File: src/sv/mvdc_pkg.sv
package mvdc_pkg;

   localparam int SP_W    = 7;
   localparam int TEMP_W  = 7;
   localparam int TICK_W  = 16;
   localparam int TPD_W   = 8;
   localparam int PHASE_W = 3;
   localparam int IDX_W   = 8;
   localparam int CSR_W   = 16;
   localparam int REQ_W   = 16;
   localparam int RSP_W   = 8;

   // register indexes on the csr port
   localparam logic [IDX_W-1:0] REG_SETPOINT = 8'd0;
   localparam logic [IDX_W-1:0] REG_DEADBAND = 8'd1;
   localparam logic [IDX_W-1:0] REG_WAIT     = 8'd2;
   localparam logic [IDX_W-1:0] REG_TPD      = 8'd3;

   // reset values of the registers
   localparam logic [SP_W-1:0]   SETPOINT_RST = 7'd40;
   localparam logic [SP_W-1:0]   DEADBAND_RST = 7'd2;
   localparam logic [TICK_W-1:0] WAIT_RST     = 16'd60;
   localparam logic [TPD_W-1:0]  TPD_RST      = 8'd10;

   // controller phases
   localparam logic [PHASE_W-1:0] PH_IDLE  = 3'd0;
   localparam logic [PHASE_W-1:0] PH_WAIT  = 3'd1;
   localparam logic [PHASE_W-1:0] PH_EVAL  = 3'd2;
   localparam logic [PHASE_W-1:0] PH_ROT   = 3'd3;
   localparam logic [PHASE_W-1:0] PH_FAULT = 3'd4;

   typedef struct packed {
      logic [SP_W-1:0]   setpoint;
      logic [SP_W-1:0]   deadband;
      logic [TICK_W-1:0] wait_ticks;
      logic [TPD_W-1:0]  ticks_per_degree;
   } mvdc_cfg_type;

   typedef struct packed {
      logic              tick;
      logic [TEMP_W-1:0] flow_temp;
      logic              module_present;
      logic              enable;
   } mvdc_item_type;

   typedef struct packed {
      logic [PHASE_W-1:0] phase;
      logic               drive_colder;
      logic               drive_warmer;
      logic               pump_on;
   } mvdc_result_type;

endpackage

File: src/sv/mvdc_csr.sv
module mvdc_csr
   import mvdc_pkg::*;
(
   input  logic                    clock,
   input  logic                    reset,
   input  logic                    csr_valid,
   input  logic [IDX_W-1:0]        csr_index,
   input  logic [CSR_W-1:0]        csr_data,
   output mvdc_cfg_type            cfg
);

   mvdc_cfg_type cfg_ff, cfg_in;

   always_comb begin
      cfg_in = cfg_ff;
      if (csr_valid) begin
         case (csr_index)
            REG_SETPOINT: cfg_in.setpoint         = csr_data[SP_W-1:0];
            REG_DEADBAND: cfg_in.deadband         = csr_data[SP_W-1:0];
            REG_WAIT:     cfg_in.wait_ticks       = csr_data[TICK_W-1:0];
            REG_TPD:      cfg_in.ticks_per_degree = csr_data[TPD_W-1:0];
            default:      cfg_in = cfg_ff;
         endcase
      end
   end

   always_ff @(posedge clock) begin
      if (reset) begin
         cfg_ff.setpoint         <= SETPOINT_RST;
         cfg_ff.deadband         <= DEADBAND_RST;
         cfg_ff.wait_ticks       <= WAIT_RST;
         cfg_ff.ticks_per_degree <= TPD_RST;
      end else begin
         cfg_ff <= cfg_in;
      end
   end

   assign cfg = cfg_ff;

endmodule

File: src/sv/mvdc_in_reg.sv
module mvdc_in_reg
   import mvdc_pkg::*;
(
   input  logic          clock,
   input  logic          reset,
   input  logic          req_tvalid,
   output logic          req_tready,
   input  logic [REQ_W-1:0] req_tdata,
   input  logic          take,
   output logic          item_vld,
   output mvdc_item_type item
);

   logic          vld_ff, vld_in;
   mvdc_item_type item_ff;
   logic          accept;

   assign req_tready = !vld_ff || take;
   assign accept     = req_tvalid && req_tready;

   always_comb begin
      vld_in = vld_ff;
      if (accept) begin
         vld_in = 1'b1;
      end else if (take) begin
         vld_in = 1'b0;
      end
   end

   always_ff @(posedge clock) begin
      if (reset) begin
         vld_ff <= 1'b0;
      end else begin
         vld_ff <= vld_in;
      end
   end

   // payload, no reset
   always_ff @(posedge clock) begin
      if (accept) begin
         item_ff <= mvdc_item_type'(req_tdata[$bits(mvdc_item_type)-1:0]);
      end
   end

   assign item_vld = vld_ff;
   assign item     = item_ff;

endmodule

File: src/sv/mvdc_core.sv
module mvdc_core
   import mvdc_pkg::*;
(
   input  logic            clock,
   input  logic            reset,
   input  mvdc_cfg_type    cfg,
   input  logic            item_vld,
   input  mvdc_item_type   item,
   output logic            take,
   output logic            rsp_tvalid,
   input  logic            rsp_tready,
   output mvdc_result_type result
);

   logic [PHASE_W-1:0] phase_ff, phase_in;
   logic [TICK_W-1:0]  elapsed_ff, elapsed_in;
   logic [TICK_W-1:0]  rotate_ff, rotate_in;
   logic               pump_ff, pump_in;
   logic               warmer_ff, warmer_in;
   logic               colder_ff, colder_in;
   logic               rsp_vld_ff, rsp_vld_in;

   logic [TICK_W-1:0]       elapsed_t;
   logic signed [SP_W+1:0]  lo, hi, flow_s;
   logic                    below, above;
   logic [TEMP_W-1:0]       err_mag;
   logic [TEMP_W+TPD_W-1:0] product;

   assign take = item_vld && (!rsp_vld_ff || rsp_tready);

   always_comb begin
      // band edges widened so they can go negative or past the field range
      lo      = $signed({2'b00, cfg.setpoint}) - $signed({2'b00, cfg.deadband});
      hi      = $signed({2'b00, cfg.setpoint}) + $signed({2'b00, cfg.deadband});
      flow_s  = $signed({2'b00, item.flow_temp});
      below   = flow_s < lo;
      above   = flow_s > hi;
      err_mag = below ? (cfg.setpoint - item.flow_temp) : (item.flow_temp - cfg.setpoint);
      product = err_mag * cfg.ticks_per_degree;

      // saturating tick timer advances before the phase step
      elapsed_t = (item.tick && (elapsed_ff != '1)) ? elapsed_ff + 1'b1 : elapsed_ff;

      phase_in   = phase_ff;
      elapsed_in = elapsed_t;
      rotate_in  = rotate_ff;
      pump_in    = pump_ff;
      warmer_in  = warmer_ff;
      colder_in  = colder_ff;

      case (phase_ff)
         PH_IDLE: begin
            if (item.enable) begin
               pump_in    = 1'b1;
               phase_in   = PH_WAIT;
               elapsed_in = '0;
            end
         end
         PH_WAIT: begin
            if (!item.enable) begin
               pump_in  = 1'b0;
               phase_in = PH_IDLE;
            end else if (!item.module_present) begin
               phase_in = PH_FAULT;
            end else if (elapsed_t >= cfg.wait_ticks) begin
               phase_in   = PH_EVAL;
               elapsed_in = '0;
            end
         end
         PH_EVAL: begin
            if (below) begin
               rotate_in = TICK_W'(product);
               warmer_in = 1'b1;
               phase_in  = PH_ROT;
            end else if (above) begin
               rotate_in = TICK_W'(product);
               colder_in = 1'b1;
               phase_in  = PH_ROT;
            end else begin
               phase_in = PH_WAIT;
            end
            elapsed_in = '0;
         end
         PH_ROT: begin
            // disable is ignored until the rotation has run out
            if (elapsed_t >= rotate_ff) begin
               phase_in   = PH_WAIT;
               elapsed_in = '0;
               warmer_in  = 1'b0;
               colder_in  = 1'b0;
            end
         end
         PH_FAULT: begin
            if (!item.enable) begin
               phase_in = PH_IDLE;
               pump_in  = 1'b0;
            end else if (item.module_present) begin
               phase_in   = PH_WAIT;
               elapsed_in = '0;
            end
         end
         default: begin
            phase_in = PH_FAULT;
         end
      endcase

      rsp_vld_in = rsp_vld_ff;
      if (take) begin
         rsp_vld_in = 1'b1;
      end else if (rsp_tready) begin
         rsp_vld_in = 1'b0;
      end
   end

   always_ff @(posedge clock) begin
      if (reset) begin
         phase_ff   <= PH_IDLE;
         elapsed_ff <= '0;
         rotate_ff  <= '0;
         pump_ff    <= 1'b0;
         warmer_ff  <= 1'b0;
         colder_ff  <= 1'b0;
         rsp_vld_ff <= 1'b0;
      end else begin
         rsp_vld_ff <= rsp_vld_in;
         if (take) begin
            phase_ff   <= phase_in;
            elapsed_ff <= elapsed_in;
            rotate_ff  <= rotate_in;
            pump_ff    <= pump_in;
            warmer_ff  <= warmer_in;
            colder_ff  <= colder_in;
         end
      end
   end

   assign rsp_tvalid           = rsp_vld_ff;
   assign result.pump_on       = pump_ff;
   assign result.drive_warmer  = warmer_ff;
   assign result.drive_colder  = colder_ff;
   assign result.phase         = phase_ff;

endmodule

File: src/sv/mixing_valve_deadband_control_top.sv
// mixing valve deadband controller, one result word per request word
// request words pass the input reg, then the state/result reg, before the result is valid
// 1 word per cycle unless stalled; the phase step is one pass of compare and a 7x8 multiply
// a stalled result holds the pipe, request ready falls only when both stages are full
// reset (synchronous, active high): phase idle, timer and drives clear, pump off,
// registers back to setpoint 40, deadband 2, wait 60 ticks, 10 ticks per degree
module mixing_valve_deadband_control_top
   import mvdc_pkg::*;
(
   input  logic             clock,
   input  logic             reset,
   // request channel
   input  logic             req_tvalid,
   output logic             req_tready,
   input  logic [REQ_W-1:0] req_tdata,   // enable, module_present, flow_temp[6:0], tick, zero pad
   // result channel
   output logic             rsp_tvalid,
   input  logic             rsp_tready,
   output logic [RSP_W-1:0] rsp_tdata,   // pump_on, drive_warmer, drive_colder, phase[2:0], zero pad
   // register write channel
   input  logic             csr_valid,
   output logic             csr_ready,
   input  logic [IDX_W-1:0] csr_index,
   input  logic [CSR_W-1:0] csr_data
);

   mvdc_cfg_type    cfg;
   mvdc_item_type   item;
   mvdc_result_type result;
   logic            item_vld;
   logic            take;

   // register writes are taken every cycle
   assign csr_ready = 1'b1;

   mvdc_csr u_csr (
      .clock     (clock),
      .reset     (reset),
      .csr_valid (csr_valid),
      .csr_index (csr_index),
      .csr_data  (csr_data),
      .cfg       (cfg)
   );

   // first stage: request word register
   mvdc_in_reg u_in_reg (
      .clock      (clock),
      .reset      (reset),
      .req_tvalid (req_tvalid),
      .req_tready (req_tready),
      .req_tdata  (req_tdata),
      .take       (take),
      .item_vld   (item_vld),
      .item       (item)
   );

   // second stage: phase machine, timer and result register
   mvdc_core u_core (
      .clock      (clock),
      .reset      (reset),
      .cfg        (cfg),
      .item_vld   (item_vld),
      .item       (item),
      .take       (take),
      .rsp_tvalid (rsp_tvalid),
      .rsp_tready (rsp_tready),
      .result     (result)
   );

   // pad result word to a whole byte
   assign rsp_tdata = {{(RSP_W - $bits(mvdc_result_type)){1'b0}}, result};

endmodule

File: config.mk
export PLATFORM = sky130hd
export DESIGN_NAME = mixing_valve_deadband_control_top
export DESIGN_NICKNAME = d
export VERILOG_FILES = /design/src/sv/mvdc_pkg.sv /design/src/sv/mvdc_csr.sv /design/src/sv/mvdc_in_reg.sv /design/src/sv/mvdc_core.sv /design/src/sv/mixing_valve_deadband_control_top.sv
export SDC_FILE = /design/constraint.sdc
export NUM_CORES = 1
export LEC_CHECK = 0
export ABC_CLOCK_PERIOD_IN_PS = 22600
export BUFFER_PORTS_ARGS = -buffer_cell sky130_fd_sc_hd__buf_2
export CORE_AREA = 2 2 163 165
export DETAILED_ROUTE_END_ITERATION = 16
export DIE_AREA = 0 0 165 167
export PLACE_DENSITY = 0.57
export SLEW_MARGIN = 15
export SYNTH_ARGS = -nofsm -noshare
export SYNTH_HDL_FRONTEND = slang
export SYNTH_SLANG_ARGS = --single-unit
File: constraint.sdc
create_clock -name clock -period 22.6 [get_ports clock]
set_clock_uncertainty 0.1 [all_clocks]
set_input_delay 2.26 -clock clock [delete_from_list [all_inputs] [get_ports clock]]
set_output_delay 2.26 -clock clock [all_outputs]
set_load 0.005 [all_outputs]
==> results of run 1 <==
final cells by class:
type / count / area share
Sequential cell: 87 / 0.2178
Antenna cell: 1 / 0.0002960
Tap cell: 335 / 0.04958
Inverter: 90 / 0.03996
Clock buffer: 12 / 0.03167
Timing Repair Buffer: 50 / 0.03078
Clock inverter: 4 / 0.006068
Multi-Input combinational cell: 666 / 0.6238
through the flow:
stage | hold WS (ps) | instances
after floorplan | 336.3 | 871
after global placement | 345.4 | 1228
after detailed placement | 349.6 | 1228
after CTS | 358.4 | 1244
after global routing | 390.7 | 1244
final | 357.4 | 1245
cell usage after synthesis, drive strengths merged (15+ instances only):
cell | n | area (µm²)
and2 | 22 | 137.6
mux2i | 38 | 380.4
xnor2 | 39 | 341.6
buf | 15 | 111.4
nand2b | 23 | 151.4
a21oi | 50 | 257.8
dfxtp | 77 | 1541
fa | 33 | 660.6
ha | 104 | 1301
o21ai | 25 | 136.4
inv | 90 | 337.8
nand2 | 73 | 276.5
nor2 | 89 | 334.1
nor2b | 25 | 156.4
final timing paths:
path	startpoint	to	slack, ps	cells after the start
worst min-delay path	u_csr.cfg[16]$_SDFFE_PP0P_	u_csr.cfg[16]$_SDFFE_PP0P_	360	2
worst max register to register	u_csr.cfg[32]$_SDFFE_PP0P_	u_core.rotate_ff[12]$_SDFFE_PP0P_	14590	31
worst min register to register	u_csr.cfg[16]$_SDFFE_PP0P_	u_csr.cfg[16]$_SDFFE_PP0P_	360	2
worst max-delay path	u_csr.cfg[32]$_SDFFE_PP0P_	u_core.rotate_ff[12]$_SDFFE_PP0P_	14590	31
state kept, by name, summed over array words and instances, names as in the netlist:
signal	count
u_csr.cfg	38
u_core.elapsed_ff	16
u_core.rotate_ff	15
u_in_reg.item	10
u_core.phase_ff	3
u_core.colder_ff	1
u_core.pump_ff	1
u_core.rsp_tvalid	1
u_core.warmer_ff	1
u_in_reg.item_vld	1
logic make-up (layout without fill, tap and decap cells):
group,Yosys count,after routing
buffers and inverters,118,156
multiplexers,42,42
other,2,4
adder cells (fa/ha/maj),137,137
flip-flops,87,87
AO/OA/AOI/OAI,144,144
AND/OR/NAND/NOR,292,292
XOR/XNOR,48,48
power breakdown:
part           total (W)  switching, W  internal [W]
combinational  0.0000897     0.0000528     0.0000369
sequential      0.000161    0.00000262      0.000158
clock           0.000158     0.0000624     0.0000955
routing by layer:
metal	share of wire	GRT usage	up-vias
met5	0	0	-
met4	0.014	0.03289	0
met3	0.025	0.01893	18
met2	0.48	0.2310	73
met1	0.48	0.1807	2829
li1	-	-	3009
critical path: cells and delay by family (launching register included):
| kind | cells | cell delay, ps |
|---|---|---|
| simple gates | 10 | 2000 |
| fa+ha+maj | 7 | 2970 |
| flops | 1 | 500 |
| buf+inv | 4 | 350 |
| xor+xnor | 3 | 920 |
| mux | 2 | 280 |
| compound gates | 5 | 760 |
==> summary by stage, run 1 <==
Run status
The run finished with clean final reports.

Floorplanning
The initial standard-cell utilization of the core is 0.2954. The floorplan step set the die width to 165 µm. The boundary pin count is 56. The floorplan step defined a die boundary enclosing around 28,000 µm². In this run the core area contains between 50 and 60 standard-cell rows.

The height of the die is 167 µm. The floorplan core area is approximately 26,000 µm².

STA
Setup repair after global routing left no endpoint under its margin. At the pin with the least slew margin, the transition time is a little under 800 ps. The number of hold violations in the final report is 0.

The maximum clock frequency is ~120 MHz. Measured against its own limit, the worst slew margin works out to 0.4592. The final count of pins violating max slew was 0.

The final worst-path cycle share is 0.3543. After routing, the total negative slack on setup checks comes to 0 ps. The final setup violation count is 0. The final critical-path required period is 8008 ps. The smallest setup slack after layout is 14,590 ps.

Route
In the final routed layout, each cell accounts on average for between 10 and 15 µm. The total via count after detailed routing is between 5,000 and 6,000. The remaining antenna violation count is 0. The overall routed net length is roughly 18 mm.

The number of detailed-route iterations in the first pass is 5. After detailed routing, the number of remaining DRC violations is 0. After the first detailed-routing iteration, the DRC count stood at 201. The post-detailed-route via-to-cell ratio is between 4 and 5.

Clock tree
Clock-pin slew was measured on the worst setup and hold paths at 60 ps. TritonCTS built the clock tree. The number of buffers added for setup after CTS is 0. The tree built by TritonCTS fans out to 87 sinks. The number of hold buffers added after CTS was 0.

For the worst-skew pair, the clock arrives at the later sink with an insertion delay of around 340 ps. TritonCTS created 9 clock buffers. The clock tree root buffer cell is sky130_fd_sc_hd__clkbuf_16. The H-tree level count is 3.

Counting along the longest clock path gives a buffer depth of 2. The post-cts gate resize count is 0.

Synth
A synthesized cell averages 8.747 µm². The post-synthesis adder-cell area fraction is 0.2578. The dominant combinational cell family by area after synthesis is adder cells. The main flop type after synthesis is sky130_fd_sc_hd__dfxtp_1. Yosys printed 0 warnings. The cell count after synthesis is between 800 and 900. The part of the Yosys area used for sequential elements is 0.2420. The area fraction in compound gates after synthesis came to 0.1278. The share of synthesized area spent on multiplexers is 0.05590. The post-synthesis sequential element count is 87. The async set or reset register ratio after synthesis is 0.

Yosys mapped a number of flops with a built-in enable equal to 10. Of the total synthesized cell area, the portion taken by AND, OR, NAND and NOR gates is 0.1924. The distinct cell type count of the synthesized netlist is approximately 70.

The netlist area before placement is 7610 µm². The share of the synthesized netlist area taken by xor and xnor gates is 0.05771.

Placement
The global placement routability congestion is about 0.80. In this run the cell area measured after placement is between 8000 and 9000 µm². Timing analysis after detailed placement gives a worst setup slack of 14,510 ps. During placement, the flow inserted port buffers numbering between 40 and 50. The placed wire-length estimate is between 10 and 15 mm.

Global routing
The first-pass GRT wire length is 30.13 mm. The initial antenna violation count is 1. The via count of the first global-routing pass was between 6,000 and 7,000.

The aggregate global-route resource usage is 0.1359. Entering global routing, the biggest net connects between 60 and 70 pins. After global routing the overflow that remains totals 0.

Final layout
The library cell used most frequently in the layout, excluding fill and tap cells, is sky130_fd_sc_hd__ha_1. After the last flow step, the layout net total stands at roughly 1,100. Relative to the synthesized area, the layout overhead comes to 11.10%. Measured on the finished design, the core utilization comes to 0.3282.

The final cell area excluding filler cells is 8454 µm². In the final layout, the multi-input gates occupy roughly 5300 µm². In the layout the commonest cells are sky130_fd_sc_hd__ha_1 (104), sky130_fd_sc_hd__inv_1 (89), sky130_fd_sc_hd__nor2_1 (89), sky130_fd_sc_hd__dfxtp_1 (77), sky130_fd_sc_hd__nand2_1 (72).

The total of fill cells in the finished design is approximately 2,700. The area taken by flip-flops and latches is between 1500 and 2000 µm². Of the cells placed in the final design, the portion with a size suffix greater than 1 is 0.1012.

Worst setup path
Data on the critical path arrives at its endpoint at just over 8000 ps. The worst-path maximum fanout is 8. The kind of end point of the critical path is a flop. The slowest library cell on the worst path is sky130_fd_sc_hd__xnor2_1. The type of the worst setup path is reg -> reg. In this design, the critical path's most frequently occurring cell is sky130_fd_sc_hd__fa_1. The worst setup path is launched from a flop. The required time of the critical path is ~23,000 ps. The largest single stage delay on the critical path is 620 ps.

Power
The ratio of total power to cell area is 48.31 nW/µm². After layout, the design draws a total of approximately 0.0004 W. The leakage power total is around 3.8 nW.

Across the VDD grid, the largest voltage drop is approximately 0.000026 V.

Hold path
The path class of the tightest hold or removal check is reg -> reg.

Run
The max-cap check violation count is 0.
No activity file was read; power rests on OpenSTA's default activity.
==> inputs of run 2 (changes only) <==
ABC_CLOCK_PERIOD_IN_PS = 7300   (was 22600)
PLACE_DENSITY = 0.59   (was 0.57)
clock period = 7.3 ns   (was 22.6 ns; I/O delays follow)
==> run 2 against run 1 <==
Net effect:
- sequential power grew to 3.1 times the previous value
- core utilization grew 1.8 points
- via count grew 1.8%
- non-clock buffer count grew 47
- critical path type unchanged
- critical endpoint unchanged
- largest cell class unchanged
- largest power group unchanged
- highest routed layer unchanged
==> summary by stage, run 2 (synthesis gave the netlist of run 1 again) <==
Power
The peak supply drop is 0.0001612 V (was 0.00002575 V). The internal power summed over all cells was 0.0009173 W (was 0.0002906 W). The relative contribution of the clock network to total power is 0.346 (was 0.387). The relative contribution of combinational cells to total power came to 0.272 (was 0.220).

The net load switching power is 0.0003872 W (was 0.0001178 W). The sequential cell fraction of total power came to 0.382 (was 0.394). The ratio of total power to cell area is 146.2 nW/µm² (was 48.31 nW/µm²).

The leakage power total is 3.995 nW (was 3.770 nW). The overall power is 0.001305 W (was 0.0004084 W). The switching share of total power is 0.2968 (was 0.2885).

Worst setup path
The slowest library cell on the worst path is sky130_fd_sc_hd__fa_1 (was sky130_fd_sc_hd__xnor2_1). The type of the worst setup path is reg -> reg (unchanged). The required time of the critical path came to 7410 ps (was 22,700 ps). The largest stage delay on the critical path came to 560 ps (was 620 ps). The kind of end point of the critical path is a flop (unchanged). The most repeated library cell on the critical path is sky130_fd_sc_hd__fa_1 (unchanged). The worst-path maximum fanout is 8 (unchanged). The nature of the critical path startpoint is a flop (unchanged). The endpoint arrival time on the critical path is 7050 ps (was 8110 ps).

Route
The number of design rule violations left after detail routing is 0 (unchanged). The remaining antenna violation count was 0 (unchanged). The total via count after detailed routing is 6,037 (was 5,929).

The overall routed net length came to 18.13 mm (was 17.60 mm). The violation count after the first detailed-routing iteration is 200 (was 201). The average wire per cell in the routed design is 14.04 µm (was 14.14 µm).

The post-detailed-route via-to-cell ratio is 4.676 (was 4.762). The number of detailed-route iterations in the first pass is 4 (was 5).

Clock tree
The number of buffers added by the clock tree synthesis step is 9 (unchanged). The CTS tree was done (unchanged). The number of buffers on the longest clock path is 2 (unchanged). The H-tree level count came to 3 (unchanged). The clock tree root buffer cell is sky130_fd_sc_hd__clkbuf_16 (unchanged). The number of sinks handled by clock tree synthesis is 87 (unchanged). The insertion delay of the later-clocked pin in the worst-skew pair is 350 ps (was 340 ps).

The clock edge transition at the registers on the reported setup and hold paths is 60 ps (about the same). The hold buffer count at cts is 0 (unchanged).

STA
The worst relative slew slack came to 0.5368 (was 0.4592). The final worst-path cycle share is 0.9511 (was 0.3543). RSZ-0062 raised after global routing: false (unchanged). The transition time of the tightest slew-check pin is 694.8 ps (was 788.6 ps). The minimum hold slack is 355.5 ps (was 357.4 ps).

The final critical-path required period is 6943 ps (was 8008 ps). The maximum clock frequency is 144.0 MHz (was 124.9 MHz). The final setup violation count was 0 (unchanged).

The final count of pins violating max slew is 0 (unchanged). The number of hold violations in the final report is 0 (unchanged).

Final layout
The area overhead of the layout relative to synthesis is 17.25% (was 11.10%). The number of flip-flops in the largest register is 38 (unchanged). The leading cell type in the layout, fill and taps excluded is sky130_fd_sc_hd__ha_1 (unchanged). The share of final-layout standard cells stronger than drive strength 1 is 0.1663 (was 0.1012).

The number of nets in the finished design is 1,133 (was 1,086). The total of fill cells in the finished design is 2,671 (was 2,675). The antenna diode instance count is 0 (was 1). The core occupancy in the finished layout was 0.3463 (was 0.3282).

Leading cell types in the layout, fill and taps excluded: sky130_fd_sc_hd__ha_1 (101), sky130_fd_sc_hd__inv_1 (88), sky130_fd_sc_hd__nor2_1 (88), sky130_fd_sc_hd__dfxtp_1 (75), sky130_fd_sc_hd__nand2_1 (72) (was sky130_fd_sc_hd__ha_1 (104), sky130_fd_sc_hd__inv_1 (89), sky130_fd_sc_hd__nor2_1 (89), sky130_fd_sc_hd__dfxtp_1 (77), sky130_fd_sc_hd__nand2_1 (72)).

Floorplanning
The boundary pin count was 56 (unchanged). The initial standard-cell utilization of the core is 0.2954 (unchanged). The floorplan core area is 25,760 µm² (unchanged). The height of the die was 167 µm (unchanged). The floorplan row count is 59 (unchanged). The die outline area is 27,560 µm² (unchanged).

The die boundary width is 165 µm (unchanged).

Placement
The number of buffers added on ports is 46 (unchanged). The placed wire-length estimate is 14.37 mm (was 13.84 mm). The global placement routability congestion is 0.8185 (was 0.7961).

Run status
Outcome: completed (unchanged).

Global routing
The aggregate global-route resource usage came to 0.1362 (was 0.1359). The via count of the first global-routing pass is 6,018 (was 6,051). The overflow left after global routing is 0 (unchanged). The first-pass GRT wire length is 29.82 mm (was 30.13 mm). The initial antenna violation count is 0 (was 1). The largest net degree at the start of global routing was 62 (unchanged).

Hold path
The class of the most critical hold timing path is reg -> reg (unchanged).

Run
The max-cap check violation count came to 0 (unchanged).
run 2: worst paths after layout:
path	from	to	slack [ps]	cells past startpoint
setup / recovery	u_csr.cfg[31]$_SDFFE_PP0P_	u_core.rotate_ff[12]$_SDFFE_PP0P_	360	33
setup reg to reg	u_csr.cfg[31]$_SDFFE_PP0P_	u_core.rotate_ff[12]$_SDFFE_PP0P_	360	33
hold / removal	u_csr.cfg[19]$_SDFFE_PP0P_	u_csr.cfg[19]$_SDFFE_PP0P_	360	2
hold reg to reg	u_csr.cfg[19]$_SDFFE_PP0P_	u_csr.cfg[19]$_SDFFE_PP0P_	360	2
run 2: area by class of cell:
cell class | instances | area (µm²) | area share
clock buffer | 14 | 275.3 | 0.03085
clock inverter | 2 | 12.51 | 0.001402
inverter | 90 | 337.8 | 0.03786
multi-input combinational | 666 | 5416 | 0.6071
sequential | 87 | 1844 | 0.2067
tap | 335 | 419.2 | 0.04698
timing repair buffer | 97 | 616.8 | 0.06913
run 2: layer usage:
metal,track usage,share of wire,up-vias
met1,0.1799,0.48,2841
met4,0.04121,0.017,0
met2,0.2295,0.48,67
met3,0.01843,0.021,21
li1,-,-,3108
met5,0,0,-
run 2: worst max-delay path: cells and delay by family (launching register included):
kind	cells	cell delay [ps]
AO/OA/AOI/OAI	5	520
XOR/XNOR	3	460
adder cells (fa/ha/maj)	8	2920
buffers and inverters	5	480
flip-flops	1	330
multiplexers	2	320
AND/OR/NAND/NOR	10	1670
run 2: timing repair:
item / in CTS / in global routing
gates resized for setup: 6 / 25
cloned: 0 / 0
pin swaps: 0 / 18
setup endpoints to repair: 2 / 7
buffers inserted: 0 / 3
run 2: power groups by stage:
stage / combinational [W] / sequential (W) / clock (W)
2_1_floorplan: 0.000207 / 0.000505 / 0
3_3_place_gp: 0.000324 / 0.000509 / 0
3_5_place_dp: 0.000330 / 0.000509 / 0
4_1_cts: 0.000337 / 0.000498 / 0.000463
5_1_grt: 0.000398 / 0.000499 / 0.000482
6_report: 0.000355 / 0.000498 / 0.000452
run 2: through the flow:
step | setup WS, ps | cell area [µm²] | instances | setup TNS (ps)
final | 357.0 | 8922 | 1291 | 0
after floorplan | 136.3 | 7614 | 871 | 0
after global routing | 6.209 | 8922 | 1291 | 0
after CTS | 28.93 | 8783 | 1288 | 0
after detailed placement | -46.19 | 8463 | 1272 | -59.63
after global placement | 18.74 | 8463 | 1272 | 0
